===== config.mk =====
export PLATFORM = sky130hd
export DESIGN_NAME = wavetable_oscillator_flat
export DESIGN_NICKNAME = d
export VERILOG_FILES = /design/src/rtl/wt_pkg.sv /design/src/rtl/wt_ifs.sv /design/src/rtl/wt_ram.sv /design/src/rtl/wt_smul.sv /design/src/rtl/wt_sdiv.sv /design/src/rtl/wavetable_oscillator.sv /design/src/flat_wrapper.sv
export SDC_FILE = /design/constraint.sdc
export NUM_CORES = 2
export LEC_CHECK = 0
export BUFFER_PORTS_ARGS = -buffer_cell sky130_fd_sc_hd__buf_2
export CAP_MARGIN = 0
export CORE_UTILIZATION = 54
export DETAILED_ROUTE_END_ITERATION = 10
export PLACE_DENSITY = 0.69
export SLEW_MARGIN = 40
export SYNTH_ARGS = -nofsm -noshare
export SYNTH_HDL_FRONTEND = slang
export SYNTH_SLANG_ARGS = --single-unit

===== constraint.sdc =====
create_clock -name clk -period 6 [get_ports clk]
set_clock_uncertainty 0.05 [all_clocks]
set_input_delay 0.6 -clock clk [delete_from_list [all_inputs] [get_ports clk]]
set_output_delay 0.6 -clock clk [all_outputs]
set_load 0.005 [all_outputs]

===== src/rtl/wt_pkg.sv =====
// Shared constants and codes for the wavetable oscillator.
// No dependencies; imported by wt_ifs, wt_smul and the top level.
`default_nettype none

package wt_pkg;

    localparam int SAMPLE_W   = 16;
    localparam int INDEX_W    = 8;
    localparam int TLEN_W     = 9;
    localparam int RLEN_W     = 16;
    localparam int CHAN_W     = 2;
    localparam int CFG_IDX_W  = 2;
    localparam int CFG_DATA_W = 16;
    localparam int PROD_W     = 34;

    localparam logic [CFG_IDX_W-1:0] CFG_TABLE_LEN = 2'd0;
    localparam logic [CFG_IDX_W-1:0] CFG_RING_LEN  = 2'd1;
    localparam logic [CFG_IDX_W-1:0] CFG_CHANNELS  = 2'd2;

    localparam logic OP_LOAD = 1'b0;
    localparam logic OP_TICK = 1'b1;

    localparam logic [CHAN_W-1:0] CH_STEREO = 2'd2;

    localparam logic [TLEN_W-1:0] TLEN_RESET = 9'd100;
    localparam logic [RLEN_W-1:0] RLEN_RESET = 16'd100;
    localparam logic [CHAN_W-1:0] CHAN_RESET = 2'd1;

endpackage

`default_nettype wire


===== src/rtl/wt_ifs.sv =====
// Valid/ready channel interfaces: command items, result items, register writes.
// Depends on wt_pkg for field widths.
`default_nettype none

interface wt_cmd_if
    import wt_pkg::*;
    ();
    logic                       valid;
    logic                       ready;
    logic                       op;
    logic [INDEX_W-1:0]         load_index;
    logic signed [SAMPLE_W-1:0] load_value;

    modport source (output valid, op, load_index, load_value, input ready);
    modport sink   (input valid, op, load_index, load_value, output ready);
endinterface

interface wt_res_if
    import wt_pkg::*;
    ();
    logic                       valid;
    logic                       ready;
    logic signed [SAMPLE_W-1:0] sample;
    logic                       channel;
    logic                       last;

    modport source (output valid, sample, channel, last, input ready);
    modport sink   (input valid, sample, channel, last, output ready);
endinterface

interface wt_cfg_if
    import wt_pkg::*;
    ();
    logic                  valid;
    logic                  ready;
    logic [CFG_IDX_W-1:0]  index;
    logic [CFG_DATA_W-1:0] data;

    modport source (output valid, index, data, input ready);
    modport sink   (input valid, index, data, output ready);
endinterface

`default_nettype wire


===== src/rtl/wt_ram.sv =====
// Generic single-port-write, single-port-read RAM with registered read data.
// No dependencies.
`default_nettype none

module wt_ram #(
    parameter int WIDTH = 16,
    parameter int DEPTH = 256
) (
    input  wire logic                     clk,
    input  wire logic                     we,
    input  wire logic [$clog2(DEPTH)-1:0] waddr,
    input  wire logic [WIDTH-1:0]         wdata,
    input  wire logic [$clog2(DEPTH)-1:0] raddr,
    output logic      [WIDTH-1:0]         rdata
);

    logic [WIDTH-1:0] mem [DEPTH];

    always_ff @(posedge clk)
    begin
        if (we)
        begin
            mem[waddr] <= wdata;
        end
        rdata <= mem[raddr];
    end

endmodule

`default_nettype wire


===== src/rtl/wt_smul.sv =====
// Bit-serial dot product a*wa + b*wb, one weight bit per cycle, MSB first.
// Depends on wt_pkg.
`default_nettype none

module wt_smul
    import wt_pkg::*;
(
    input  wire logic                       clk,
    input  wire logic                       rst_n,
    input  wire logic                       start,
    input  wire logic signed [SAMPLE_W-1:0] coef_a,
    input  wire logic signed [SAMPLE_W-1:0] coef_b,
    input  wire logic [RLEN_W-1:0]          weight_a,
    input  wire logic [RLEN_W-1:0]          weight_b,
    output logic                            busy,
    output logic signed [PROD_W-1:0]        product
);

    localparam int CNT_W = $clog2(RLEN_W + 1);

    logic signed [PROD_W-1:0]   acc_reg, acc_next;
    logic signed [SAMPLE_W-1:0] a_reg, b_reg;
    logic [RLEN_W-1:0]          wa_reg, wb_reg;
    logic [CNT_W-1:0]           cnt_reg;
    logic signed [PROD_W-1:0]   term_a, term_b;

    always_comb
    begin
        term_a   = wa_reg[RLEN_W-1] ? PROD_W'(a_reg) : '0;
        term_b   = wb_reg[RLEN_W-1] ? PROD_W'(b_reg) : '0;
        acc_next = (acc_reg <<< 1) + term_a + term_b;
    end

    always_ff @(posedge clk or negedge rst_n)
    begin
        if (!rst_n)
        begin
            cnt_reg <= '0;
        end
        else if (start)
        begin
            cnt_reg <= CNT_W'(RLEN_W);
            acc_reg <= '0;
            a_reg   <= coef_a;
            b_reg   <= coef_b;
            wa_reg  <= weight_a;
            wb_reg  <= weight_b;
        end
        else if (cnt_reg != '0)
        begin
            cnt_reg <= cnt_reg - 1'b1;
            acc_reg <= acc_next;
            wa_reg  <= {wa_reg[RLEN_W-2:0], 1'b0};
            wb_reg  <= {wb_reg[RLEN_W-2:0], 1'b0};
        end
    end

    assign busy    = (cnt_reg != '0);
    assign product = acc_reg;

endmodule

`default_nettype wire


===== src/rtl/wt_sdiv.sv =====
// Restoring divider, one quotient bit per cycle; dividend = {rem_init, low_bits}.
// rem_init must be below divisor. No dependencies.
`default_nettype none

module wt_sdiv #(
    parameter int QW = 16,
    parameter int DW = 17
) (
    input  wire logic          clk,
    input  wire logic          rst_n,
    input  wire logic          start,
    input  wire logic [DW-1:0] rem_init,
    input  wire logic [QW-1:0] low_bits,
    input  wire logic [DW-1:0] divisor,
    output logic               busy,
    output logic [QW-1:0]      quotient,
    output logic [DW-1:0]      remainder
);

    localparam int CNT_W = $clog2(QW + 1);

    logic [DW-1:0]    rem_reg, rem_next;
    logic [QW-1:0]    q_reg;
    logic [DW-1:0]    div_reg;
    logic [CNT_W-1:0] cnt_reg;
    logic [DW:0]      shifted, trial;
    logic             q_bit;

    always_comb
    begin
        shifted = {rem_reg, q_reg[QW-1]};
        trial   = shifted - {1'b0, div_reg};
        q_bit   = !trial[DW];
        rem_next = q_bit ? trial[DW-1:0] : shifted[DW-1:0];
    end

    always_ff @(posedge clk or negedge rst_n)
    begin
        if (!rst_n)
        begin
            cnt_reg <= '0;
        end
        else if (start)
        begin
            cnt_reg <= CNT_W'(QW);
            rem_reg <= rem_init;
            q_reg   <= low_bits;
            div_reg <= divisor;
        end
        else if (cnt_reg != '0)
        begin
            cnt_reg <= cnt_reg - 1'b1;
            rem_reg <= rem_next;
            q_reg   <= {q_reg[QW-2:0], q_bit};
        end
    end

    assign busy      = (cnt_reg != '0);
    assign quotient  = q_reg;
    assign remainder = rem_reg;

endmodule

`default_nettype wire


===== src/rtl/wavetable_oscillator.sv =====
// Wavetable oscillator top level: table RAM, serial MAC, serial dividers, sequencer.
// Depends on wt_pkg, wt_ifs, wt_ram, wt_smul, wt_sdiv.
//
//  Channel  Dir  Payload                      Accepted when
//  cmd      in   op, load_index, load_value   cmd.valid && cmd.ready
//  result   out  sample, channel, last        result.valid && result.ready
//  cfg      in   index, data                  cfg.valid && cfg.ready (always ready)
//
// A load is written to the table when it is accepted. A tick's result is formed by two
// table reads, the 16-step bit-serial multiply, forming the dividend, the 16-step
// rounding divide by 2*ring_len and loading the result register, in that order. The
// next item is taken in the cycle after the result load. Position update divides
// run alongside. Reset is asynchronous and clears control state, configuration and
// position registers; table contents are undefined until loaded. A held result does
// not block loads; a tick waits at its end until the result register is free.
`default_nettype none

module wavetable_oscillator
    import wt_pkg::*;
#(
    parameter int TABLE_DEPTH = 256
) (
    input wire logic  clk,
    input wire logic  rst_n,
    wt_cmd_if.sink    cmd,
    wt_res_if.source  result,
    wt_cfg_if.sink    cfg
);

    localparam int AW      = $clog2(TABLE_DEPTH);
    localparam int LEN_CAP = (TABLE_DEPTH < 256) ? TABLE_DEPTH : 256;

    typedef enum logic [2:0] {
        S_IDLE,
        S_READ_B,
        S_START,
        S_MUL,
        S_NORM,
        S_DIV,
        S_DONE
    } state_t;

    state_t                     state_reg;
    logic [TLEN_W-1:0]          tlen_reg;
    logic [RLEN_W-1:0]          rlen_reg;
    logic [CHAN_W-1:0]          chan_reg;
    logic [INDEX_W-1:0]         k_reg;
    logic [RLEN_W-1:0]          r_reg;
    logic signed [SAMPLE_W-1:0] a_reg;
    logic                       out_valid_reg;
    logic signed [SAMPLE_W-1:0] out_sample_reg;
    logic                       out_channel_reg;
    logic                       out_last_reg;
    logic                       pend_right_reg;

    logic [TLEN_W-1:0]          tl;
    logic [RLEN_W-1:0]          rl;
    logic [INDEX_W-1:0]         kn;
    logic [INDEX_W-1:0]         rd_index;
    logic [AW+INDEX_W-1:0]      rd_wide, wr_wide;
    logic [AW-1:0]              raddr, waddr;
    logic                       we;
    logic [SAMPLE_W-1:0]        rdata;
    logic                       cmd_fire, res_fire, cfg_fire;
    logic                       stereo;

    logic                       mul_start, mul_busy;
    logic signed [PROD_W-1:0]   product;
    logic [PROD_W:0]            n_full;

    logic                       pos_start, pos_busy;
    logic [RLEN_W:0]            pos_sum;
    logic [INDEX_W-1:0]         pos_q;
    logic [RLEN_W-1:0]          pos_rem;

    logic                       wrap_busy;
    logic [TLEN_W-1:0]          wrap_sum;
    logic [TLEN_W-1:0]          wrap_rem;

    logic                       sdiv_start, sdiv_busy;
    logic [SAMPLE_W-1:0]        sdiv_q;

    assign cmd_fire = cmd.valid && cmd.ready;
    assign res_fire = result.valid && result.ready;
    assign cfg_fire = cfg.valid && cfg.ready;
    assign stereo   = (chan_reg == CH_STEREO);

    always_comb
    begin
        if (tlen_reg < TLEN_W'(2))
            tl = TLEN_W'(2);
        else if (tlen_reg > TLEN_W'(LEN_CAP))
            tl = TLEN_W'(LEN_CAP);
        else
            tl = tlen_reg;
        rl = (rlen_reg < RLEN_W'(2)) ? RLEN_W'(2) : rlen_reg;
        kn = ({1'b0, k_reg} + 9'd1 >= tl) ? '0 : k_reg + 1'b1;
    end

    // table RAM
    assign rd_index = (state_reg == S_READ_B) ? kn : k_reg;
    assign rd_wide  = {{AW{1'b0}}, rd_index};
    assign raddr    = rd_wide[AW-1:0];
    assign wr_wide  = {{AW{1'b0}}, cmd.load_index};
    assign waddr    = wr_wide[AW-1:0];
    assign we       = cmd_fire && (cmd.op == OP_LOAD)
                      && ({24'd0, cmd.load_index} < 32'(TABLE_DEPTH));

    wt_ram #(
        .WIDTH (SAMPLE_W),
        .DEPTH (TABLE_DEPTH)
    ) u_table (
        .clk   (clk),
        .we    (we),
        .waddr (waddr),
        .wdata (cmd.load_value),
        .raddr (raddr),
        .rdata (rdata)
    );

    // num = a*(rl - r) + b*r
    assign mul_start = (state_reg == S_START);

    wt_smul u_mul (
        .clk      (clk),
        .rst_n    (rst_n),
        .start    (mul_start),
        .coef_a   (a_reg),
        .coef_b   ($signed(rdata)),
        .weight_a (rl - r_reg),
        .weight_b (r_reg),
        .busy     (mul_busy),
        .product  (product)
    );

    // position advance: (r + tl) / rl, then (k + q) mod tl
    assign pos_start = mul_start;
    assign pos_sum   = {1'b0, r_reg} + {8'd0, tl};

    wt_sdiv #(
        .QW (INDEX_W),
        .DW (RLEN_W)
    ) u_pos_div (
        .clk       (clk),
        .rst_n     (rst_n),
        .start     (pos_start),
        .rem_init  ({7'd0, pos_sum[RLEN_W:INDEX_W]}),
        .low_bits  (pos_sum[INDEX_W-1:0]),
        .divisor   (rl),
        .busy      (pos_busy),
        .quotient  (pos_q),
        .remainder (pos_rem)
    );

    assign sdiv_start = (state_reg == S_NORM);
    assign wrap_sum   = {1'b0, k_reg} + {1'b0, pos_q};

    wt_sdiv #(
        .QW (INDEX_W),
        .DW (TLEN_W)
    ) u_wrap_div (
        .clk       (clk),
        .rst_n     (rst_n),
        .start     (sdiv_start),
        .rem_init  ({8'd0, wrap_sum[INDEX_W]}),
        .low_bits  (wrap_sum[INDEX_W-1:0]),
        .divisor   (tl),
        .busy      (wrap_busy),
        .quotient  (),
        .remainder (wrap_rem)
    );

    // floor((2*num + rl) / (2*rl)) offset by 32768 to keep the dividend positive
    assign n_full = {product, 1'b0} + {3'd0, rl, rl};

    wt_sdiv #(
        .QW (SAMPLE_W),
        .DW (RLEN_W + 1)
    ) u_sample_div (
        .clk       (clk),
        .rst_n     (rst_n),
        .start     (sdiv_start),
        .rem_init  (n_full[32:16]),
        .low_bits  (n_full[15:0]),
        .divisor   ({rl, 1'b0}),
        .busy      (sdiv_busy),
        .quotient  (sdiv_q),
        .remainder ()
    );

    always_ff @(posedge clk or negedge rst_n)
    begin
        if (!rst_n)
        begin
            state_reg       <= S_IDLE;
            tlen_reg        <= TLEN_RESET;
            rlen_reg        <= RLEN_RESET;
            chan_reg        <= CHAN_RESET;
            k_reg           <= '0;
            r_reg           <= '0;
            out_valid_reg   <= 1'b0;
            out_channel_reg <= 1'b0;
            out_last_reg    <= 1'b0;
            pend_right_reg  <= 1'b0;
        end
        else
        begin
            if (cfg_fire)
            begin
                unique case (cfg.index)
                    CFG_TABLE_LEN:
                    begin
                        tlen_reg <= cfg.data[TLEN_W-1:0];
                        k_reg    <= '0;
                        r_reg    <= '0;
                    end
                    CFG_RING_LEN:
                    begin
                        rlen_reg <= cfg.data[RLEN_W-1:0];
                        k_reg    <= '0;
                        r_reg    <= '0;
                    end
                    CFG_CHANNELS:
                    begin
                        chan_reg <= cfg.data[CHAN_W-1:0];
                    end
                    default:
                    begin
                    end
                endcase
            end

            if (res_fire)
            begin
                if (pend_right_reg)
                begin
                    out_channel_reg <= 1'b1;
                    out_last_reg    <= 1'b1;
                    pend_right_reg  <= 1'b0;
                end
                else
                begin
                    out_valid_reg <= 1'b0;
                end
            end

            unique case (state_reg)
                S_IDLE:
                begin
                    if (cmd_fire && (cmd.op == OP_TICK))
                        state_reg <= S_READ_B;
                end
                S_READ_B:
                begin
                    a_reg     <= $signed(rdata);
                    state_reg <= S_START;
                end
                S_START:
                begin
                    state_reg <= S_MUL;
                end
                S_MUL:
                begin
                    if (!mul_busy && !pos_busy)
                        state_reg <= S_NORM;
                end
                S_NORM:
                begin
                    state_reg <= S_DIV;
                end
                S_DIV:
                begin
                    if (!sdiv_busy && !wrap_busy)
                    begin
                        k_reg     <= wrap_rem[INDEX_W-1:0];
                        r_reg     <= pos_rem;
                        state_reg <= S_DONE;
                    end
                end
                S_DONE:
                begin
                    if (!out_valid_reg)
                    begin
                        out_valid_reg   <= 1'b1;
                        out_sample_reg  <= $signed(sdiv_q ^ 16'h8000);
                        out_channel_reg <= 1'b0;
                        out_last_reg    <= !stereo;
                        pend_right_reg  <= stereo;
                        state_reg       <= S_IDLE;
                    end
                end
                default:
                begin
                    state_reg <= S_IDLE;
                end
            endcase
        end
    end

    assign cmd.ready      = (state_reg == S_IDLE);
    assign cfg.ready      = 1'b1;
    assign result.valid   = out_valid_reg;
    assign result.sample  = out_sample_reg;
    assign result.channel = out_channel_reg;
    assign result.last    = out_last_reg;

endmodule

`default_nettype wire

===== src/flat_wrapper.sv =====
// flat-port wrapper written by rule: the top's interface ports become plain ports
module wavetable_oscillator_flat import wt_pkg::*;
#(
    parameter int TABLE_DEPTH = 256
)
  (clk, rst_n, cmd_valid, cmd_op, cmd_load_index, cmd_load_value, cmd_ready, result_valid, result_sample, result_channel, result_last, result_ready, cfg_valid, cfg_index, cfg_data, cfg_ready);
  wt_cmd_if cmd_i ();
  wt_res_if result_i ();
  wt_cfg_if cfg_i ();
  input wire logic clk;
  input wire logic rst_n;
  input wire logic [$bits(cmd_i.valid)-1:0] cmd_valid;
  input wire logic [$bits(cmd_i.op)-1:0] cmd_op;
  input wire logic [$bits(cmd_i.load_index)-1:0] cmd_load_index;
  input wire logic [$bits(cmd_i.load_value)-1:0] cmd_load_value;
  output wire logic [$bits(cmd_i.ready)-1:0] cmd_ready;
  output wire logic [$bits(result_i.valid)-1:0] result_valid;
  output wire logic [$bits(result_i.sample)-1:0] result_sample;
  output wire logic [$bits(result_i.channel)-1:0] result_channel;
  output wire logic [$bits(result_i.last)-1:0] result_last;
  input wire logic [$bits(result_i.ready)-1:0] result_ready;
  input wire logic [$bits(cfg_i.valid)-1:0] cfg_valid;
  input wire logic [$bits(cfg_i.index)-1:0] cfg_index;
  input wire logic [$bits(cfg_i.data)-1:0] cfg_data;
  output wire logic [$bits(cfg_i.ready)-1:0] cfg_ready;
  assign cmd_i.valid = cmd_valid;
  assign cmd_i.op = cmd_op;
  assign cmd_i.load_index = cmd_load_index;
  assign cmd_i.load_value = cmd_load_value;
  assign cmd_ready = cmd_i.ready;
  assign result_valid = result_i.valid;
  assign result_sample = result_i.sample;
  assign result_channel = result_i.channel;
  assign result_last = result_i.last;
  assign result_i.ready = result_ready;
  assign cfg_i.valid = cfg_valid;
  assign cfg_i.index = cfg_index;
  assign cfg_i.data = cfg_data;
  assign cfg_ready = cfg_i.ready;
  wavetable_oscillator #(.TABLE_DEPTH(TABLE_DEPTH)) u_core (.clk(clk), .rst_n(rst_n), .cmd(cmd_i), .result(result_i), .cfg(cfg_i));
endmodule

== After elaboration in Yosys (flattened, before gate mapping) ==
Memory sizes are Yosys's and may differ from the RTL's. A register that Yosys moved wholly into a read port is not among the register bits.
Cells that the tools add are included.

* RAM bits: 4096
* Input port bits: 48
* Register bits: 321
* Output and inout port bits: 21
* Word-level logic and storage cells: 170
* Memories kept: 1

* Reductions and logical operators: 37
* Multiplexer cells: 65
* Eq/ne operators: 13
* Order comparisons: 4
* Add/sub/neg operators: 15
* Bitwise logic cells: 3

{| class="wikitable"
|+ Memories
! memory !! depth !! width !! read ports !! clocked after memory_dff !! wr ports !! line !! RTL
|-
| u_core.u_table.mem || 256 || 16 || 1 || 1 || 1 || wt_ram.sv:17 || <nowiki>logic [WIDTH-1:0] mem [DEPTH];</nowiki>
|}

{| class="wikitable"
|+ Operators by type and width
! kind !! number
|-
| $mux 16 || 13
|-
| $mux 34 || 3
|-
| $mux 8 || 10
|-
| $add 34x34->34 || 2
|-
| $mux 17 || 3
|-
| $mux 9 || 5
|-
| $add 33x32->33 || 1
|-
| $pmux 3 s7 || 1
|-
| $mux 5 || 4
|-
| $reduce_and 2->1 || 10
|-
| $mux 1 || 18
|-
| $sub 18x17->18 || 1
|-
| $add 16x9->17 || 1
|-
| $sub 17x16->17 || 1
|-
| $lt 16x2->1 const B || 1
|-
| $mux 4 || 4
|-
| $sub 16x16->16 || 1
|-
| $mux 3 || 4
|-
| $reduce_bool 5->1 || 2
|-
| $sub 10x9->10 || 1
|-
| $sub 5x1->5 const B || 2
|-
| $add 8x1->9 const B || 1
|-
| $add 8x8->9 || 1
|-
| $eq 3x3->1 const B || 3
|-
| 21 further kinds || 44
|}

== Longest topological paths before layout ==
* Word-level depth: 6
* Gate-level depth with buffers: 21
* Mapped depth without buffers: 18

== Cells and area by module ==
Synthesis repeated with hierarchy kept, for this count alone.

* Cell total of the unflattened synthesis: 9531
* Area, all modules: 180708.3 um2

{| class="wikitable"
|+ By module, submodules not included
! module !! area an instance (um2) !! cells an instance !! seq. area each (um2) !! instances
|-
| wt_ram || 158714.7 || 7360 || 123318.3 || 1
|-
| wavetable_oscillator || 7156.9 || 814 || 2421.1 || 1
|-
| wt_smul || 6771.5 || 598 || 3067.9 || 1
|-
| wt_sdiv at u_core.u_sample_div || 3357.0 || 313 || 1626.6 || 1
|-
| wt_sdiv at u_core.u_pos_div || 2887.8 || 290 || 1301.2 || 1
|-
| wt_sdiv at u_core.u_wrap_div || 1820.5 || 156 || 880.8 || 1
|}

== Worst setup path before layout ==
OpenSTA, ideal clock, no wires.

* Path type: reg2reg
* Start point: register u_core.k_reg[1]
* End point: register u_core.u_table.rdata[6], read port of u_core.u_table.mem
* Data arrival time: 4268 ps
* Clock period less this slack: 4465 ps
* Setup slack: 1535 ps
* Data required time: 5802 ps
* Path buffers: 3
* Library setup time: 148 ps
* Cell stages (with the launch flop): 18
* Cell sequence: dfrtp_1 clkbuf_1 and3_1 clkbuf_1 xor2_1 ha_1 and3_1 a221o_1 a32oi_1 nand2_1 nand2_2 clkbuf_1 mux2i_1 o22ai_1 or4_1 a2111oi_2 o22a_1 o221ai_1

* Cells in the longest elaborated chain, start to end: 4
* Elaborated cells between the ends (all ways): 5
* Those cells by class: add/sub (2); order compare (1); mux (2)

{| class="wikitable"
|+ Ends and longest elaborated chain
! item !! line !! RTL
|-
| start: declaration || wavetable_oscillator.sv:47 || <nowiki>logic [INDEX_W-1:0] k_reg;</nowiki>
|-
| start signal: assignment || wavetable_oscillator.sv:275 || <nowiki>k_reg <= wrap_rem[INDEX_W-1:0];</nowiki>
|-
| $add 8x1->9 || wavetable_oscillator.sv:97 || <nowiki>kn = ({1'b0, k_reg} + 9'd1 >= tl) ? '0 : k_reg + 1'b1;</nowiki>
|-
| $ge 9x9->1 || wavetable_oscillator.sv:97 ||
|-
| $mux 8 || wavetable_oscillator.sv:97 ||
|-
| $mux 8 (*) || wavetable_oscillator.sv:101 || <nowiki>assign rd_index = (state_reg == S_READ_B) ? kn : k_reg;</nowiki>
|-
| end: declaration || wt_ram.sv:14 || <nowiki>output logic [WIDTH-1:0] rdata</nowiki>
|}

Every way passes the cells marked *; elsewhere a longest branch is shown, timed or not.
A chain may end at the register's enable or synchronous reset.

== Worst setup path after layout ==
* Start point: register u_core.k_reg[1]
* End point: register u_core.u_table.rdata[5], read port of u_core.u_table.mem

Same word-level chain as after synthesis.

==> impl_metrics.py <==
metrics = {
    "clocking": {
        "cts_tree": "yes",
        "cts_buffers": 442,
        "cts_sinks": 4431,
        "clk_latency_ns": 1.01,
        "htreeDepth": 5,
        "path_clk_slew_ns": 0.06,
        "cts-root-buf": "clkbuf_16",
        "clockBufferDepth": 4,
    },
    "timing": {
        "hold_viol": 2,
        "fmax_ghz": 0.167,
        "max_slew_margin_pct": 33.0,
        "setup_violations": 0,
        "finalMaxSlewViolations": 0,
        "setup_slack_ns": 0.00215,
        "fin_crit_ns": 6.00,
        "tightest_slew_ns": 1.00,
        "fin_crit_sh_pct": 100,
        "whs_ns": -0.00983,
    },
    "worst_setup_path": {
        "critPathKind": "flop to flop",
        "crit_slowest_cell": "a2111oi_1",
        "cp-start-kind": "flop",
        "cp_max_fo": 18,
        "end_kind": "flop",
        "critPathArrivalTime_ns": 6.79,
        "crit_required_ns": 6.80,
        "crit_chain": "buf_4 -> and3_1 -> xor2_1 -> ha_1 -> and3_1 -> a221o_1 -> a32oi_2 -> buf_12 -> nand2_4 -> nand2_8 -> buf_4 -> buf_16 -> mux2_1 -> a2111oi_1 -> a31oi_1 -> nor4_2 -> o22a_2 -> o221ai_2",
        "cpPeakStageDelay_ns": 0.79,
    },
    "synth": {
        "yosysSeqAreaShare_pct": 73.2,
        "yosysWarnings": 0,
        "netlist_area_um2": 181000,
        "dominantRegCellSynth": "edfxtp_1",
        "syn_inst": 12582,
        "synth.avg_cell_area_um2": 14.4,
        "synth_enable_flop_cells": 4339,
        "syn_nets": 12818,
        "synth_seq_cells": 4431,
        "ys_types": 90,
        "async_flop_share_pct": 1.72,
    },
    "global_routing": {
        "grt_pass1_vias": 108887,
        "grt.overflow.total": 0,
        "grt_start_max_net_pins": 173,
        "grt_util_all_layers_pct": 29.7,
        "antenna_found_initial": 16,
        "grt_first_pass_wirelength_mm": 740,
    },
    "power": {
        "peakVddDrop_uv": 311,
        "p_sw_share_pct": 27.5,
        "p_int_w": 0.0556,
        "clkPwrFrac_pct": 34.9,
        "seqPwrFrac_pct": 46.8,
        "p_comb_share_pct": 18.2,
        "switchingPower_w": 0.0211,
        "cellPowerDensity_nw_per_um2": 371,
        "leakagePower_nw": 68.7,
    },
    "layout": {
        "finalInstanceArea_um2": 207000,
        "nNetsFinal": 13385,
        "largest_register_ffs": 4096,
        "layout-drive-gt1-share_pct": 13.3,
        "utilization_pct": 62.1,
        "area.growth.synth_to_final_pct": 14.3,
        "regMostFlops": "u_core.u_table.mem",
    },
    "placement": {
        "place_ws_ns": -0.687,
        "placed_cell_area_um2": 191000,
        "port_buffers": 67,
        "dp_hpwl_mm": 308,
        "place_congestion": 0.905,
    },
    "flow_run": {
        "maxCapViolCount": 0,
    },
    "run_status": {
        "status": "finished with violations",
        "failed_checks": "antenna rules, hold timing",
    },
    "die": {
        "die-area_um2": 338000,
        "die_w_um": 581,
        "ioPinCount": 69,
        "rows": 212,
        "die_y_um": 581,
        "core_um2": 333000,
        "start_util_pct": 54.3,
    },
    "hold_path": {
        "hp-class": "primary input to flop",
    },
    "routing": {
        "route.detailed.drc": 0,
        "via_per_inst": 6.35,
        "routed_wl_mm": 518,
        "wl_per_cell_um": 28.9,
        "num_vias": 113704,
        "drt-pass1-iter-count": 7,
        "drt_iter0_drc": 15441,
        "ant_nets": 1,
    },
}
## power by group through the flow
stage | Sequential, W | Combinational [W] | Clock, W
floorplan | 0.0360 | 0.00884 | 0
detailed placement | 0.0365 | 0.0135 | 0
finish | 0.0359 | 0.0140 | 0.0268
CTS | 0.0359 | 0.0137 | 0.0269
global route | 0.0360 | 0.0152 | 0.0281
global placement | 0.0365 | 0.0131 | 0
## critical path: cells and delay by family, from the launching register on
kind / cells / cell delay (ns)
AOI/OAI and AO/OA: 6 / 2.15
and+or+nand+nor: 5 / 1.23
buffers and inverters: 4 / 0.81
DFF: 1 / 0.47
xor gates and xnor gates: 1 / 0.40
muxes: 1 / 0.35
adders and majority gates: 1 / 0.33
## cells in the mapped netlist, types with 139 or more instances
library cell,count,area share (%)
edfxtp_1,4339,72
nand2_1,1860,3.9
nand3_1,1047,2.9
mux2i_1,942,5.2
a21oi_1,524,1.4
o21ai_0,474,1.3
clkbuf_1,429,0.89
nor2_1,423,0.88
o22ai_1,309,1.1
buf_2,243,0.67
ha_1,150,1.0
a31oi_1,147,0.51
o22a_1,139,0.67
## per-stage QoR
stage,instances,power [W],hold slack [ns],setup TNS (ns)
2_1_floorplan,12582,0.0449,0.254,0
3_3_place_gp,17006,0.0495,0.354,-15.48
3_5_place_dp,17020,0.0501,0.355,-6.47
4_1_cts,17860,0.0766,0.000219,0
5_1_grt,17905,0.0792,-0.0148,-0.111
6_report,17914,0.0767,-0.00983,0
## repair_timing
action / 4_1_cts / 5_1_grt
setup endpoints to repair: 16 / 16
hold endpoints to repair: 135 / 56
pin swaps: 3 / 13
cloned: 3 / 10
resized for setup: 61 / 90
hold buffers: 28 / 3
buffers inserted: 1 / 14
## placed cells by master (no fill, tap or decap), drive strengths merged, types with 137 or more instances in the layout
| master | netlist | layout |
|---|---|---|
| o22ai | 309 | 309 |
| clkbuf | 429 | 579 |
| ha | 150 | 150 |
| mux2 | 143 | 143 |
| mux2i | 942 | 942 |
| a21oi | 524 | 524 |
| buf | 371 | 880 |
| a31oi | 147 | 147 |
| o21ai | 490 | 490 |
| inv | 123 | 137 |
| nand3 | 1050 | 1050 |
| clkinv | 1 | 186 |
| nand2 | 1862 | 1863 |
| nor2 | 425 | 425 |
| o22a | 139 | 139 |
| edfxtp | 4339 | 4339 |
## metal layers
metal | wire length (um) | vias to the layer above | share of wire, % | global-route usage, %
met5 | 94 | - | 0.018 | 0
met4 | 27100 | 12 | 5.2 | 13.4
met3 | 57200 | 1130 | 11 | 5.96
met2 | 239000 | 6822 | 46 | 46.7
met1 | 194000 | 56678 | 37 | 40.3
li1 | - | 49062 | - | -
## cells by family after synthesis
family / count (synthesis) / synth area share, %
DFF: 4431 / 73.2
and+or+nand+nor: 3758 / 9.14
AOI/OAI and AO/OA: 2073 / 7.31
muxes: 1085 / 6.10
buffers and inverters: 924 / 2.19
adders and majority gates: 188 / 1.46
xor gates and xnor gates: 122 / 0.594
other: 1 / 0.00207
## final cells by class
| class | count | area, um^2 |
|---|---|---|
| tap | 4387 | 5490 |
| clock buffer | 570 | 11800 |
| antenna | 14 | 35.0 |
| multi-input combinational | 7228 | 45600 |
| fill | 23887 | 126000 |
| clock inverter | 238 | 2040 |
| sequential | 4431 | 133000 |
| timing repair buffer | 922 | 8950 |
| inverter | 124 | 465 |
## final timing paths
path / start / to / slack [ns] / cells past startpoint
min in group asynchronous: rst_n / u_core.u_mul.cnt_reg[2] / 0.16 / 2
max reg2reg: u_core.k_reg[1] / u_core.u_table.rdata[5] / 0.002 / 18
min: cmd_load_value[12] / u_core.u_table.mem[174][12] / -0.01 / 1
max: u_core.k_reg[1] / u_core.u_table.rdata[5] / 0.002 / 18
max in group asynchronous: rst_n / u_core.result.valid / 4.61 / 3
min reg2reg: u_core.a_reg[8] / u_core.u_mul.a_reg[8] / 0.37 / 0
Note: power is estimated with default switching activity, not from simulation.
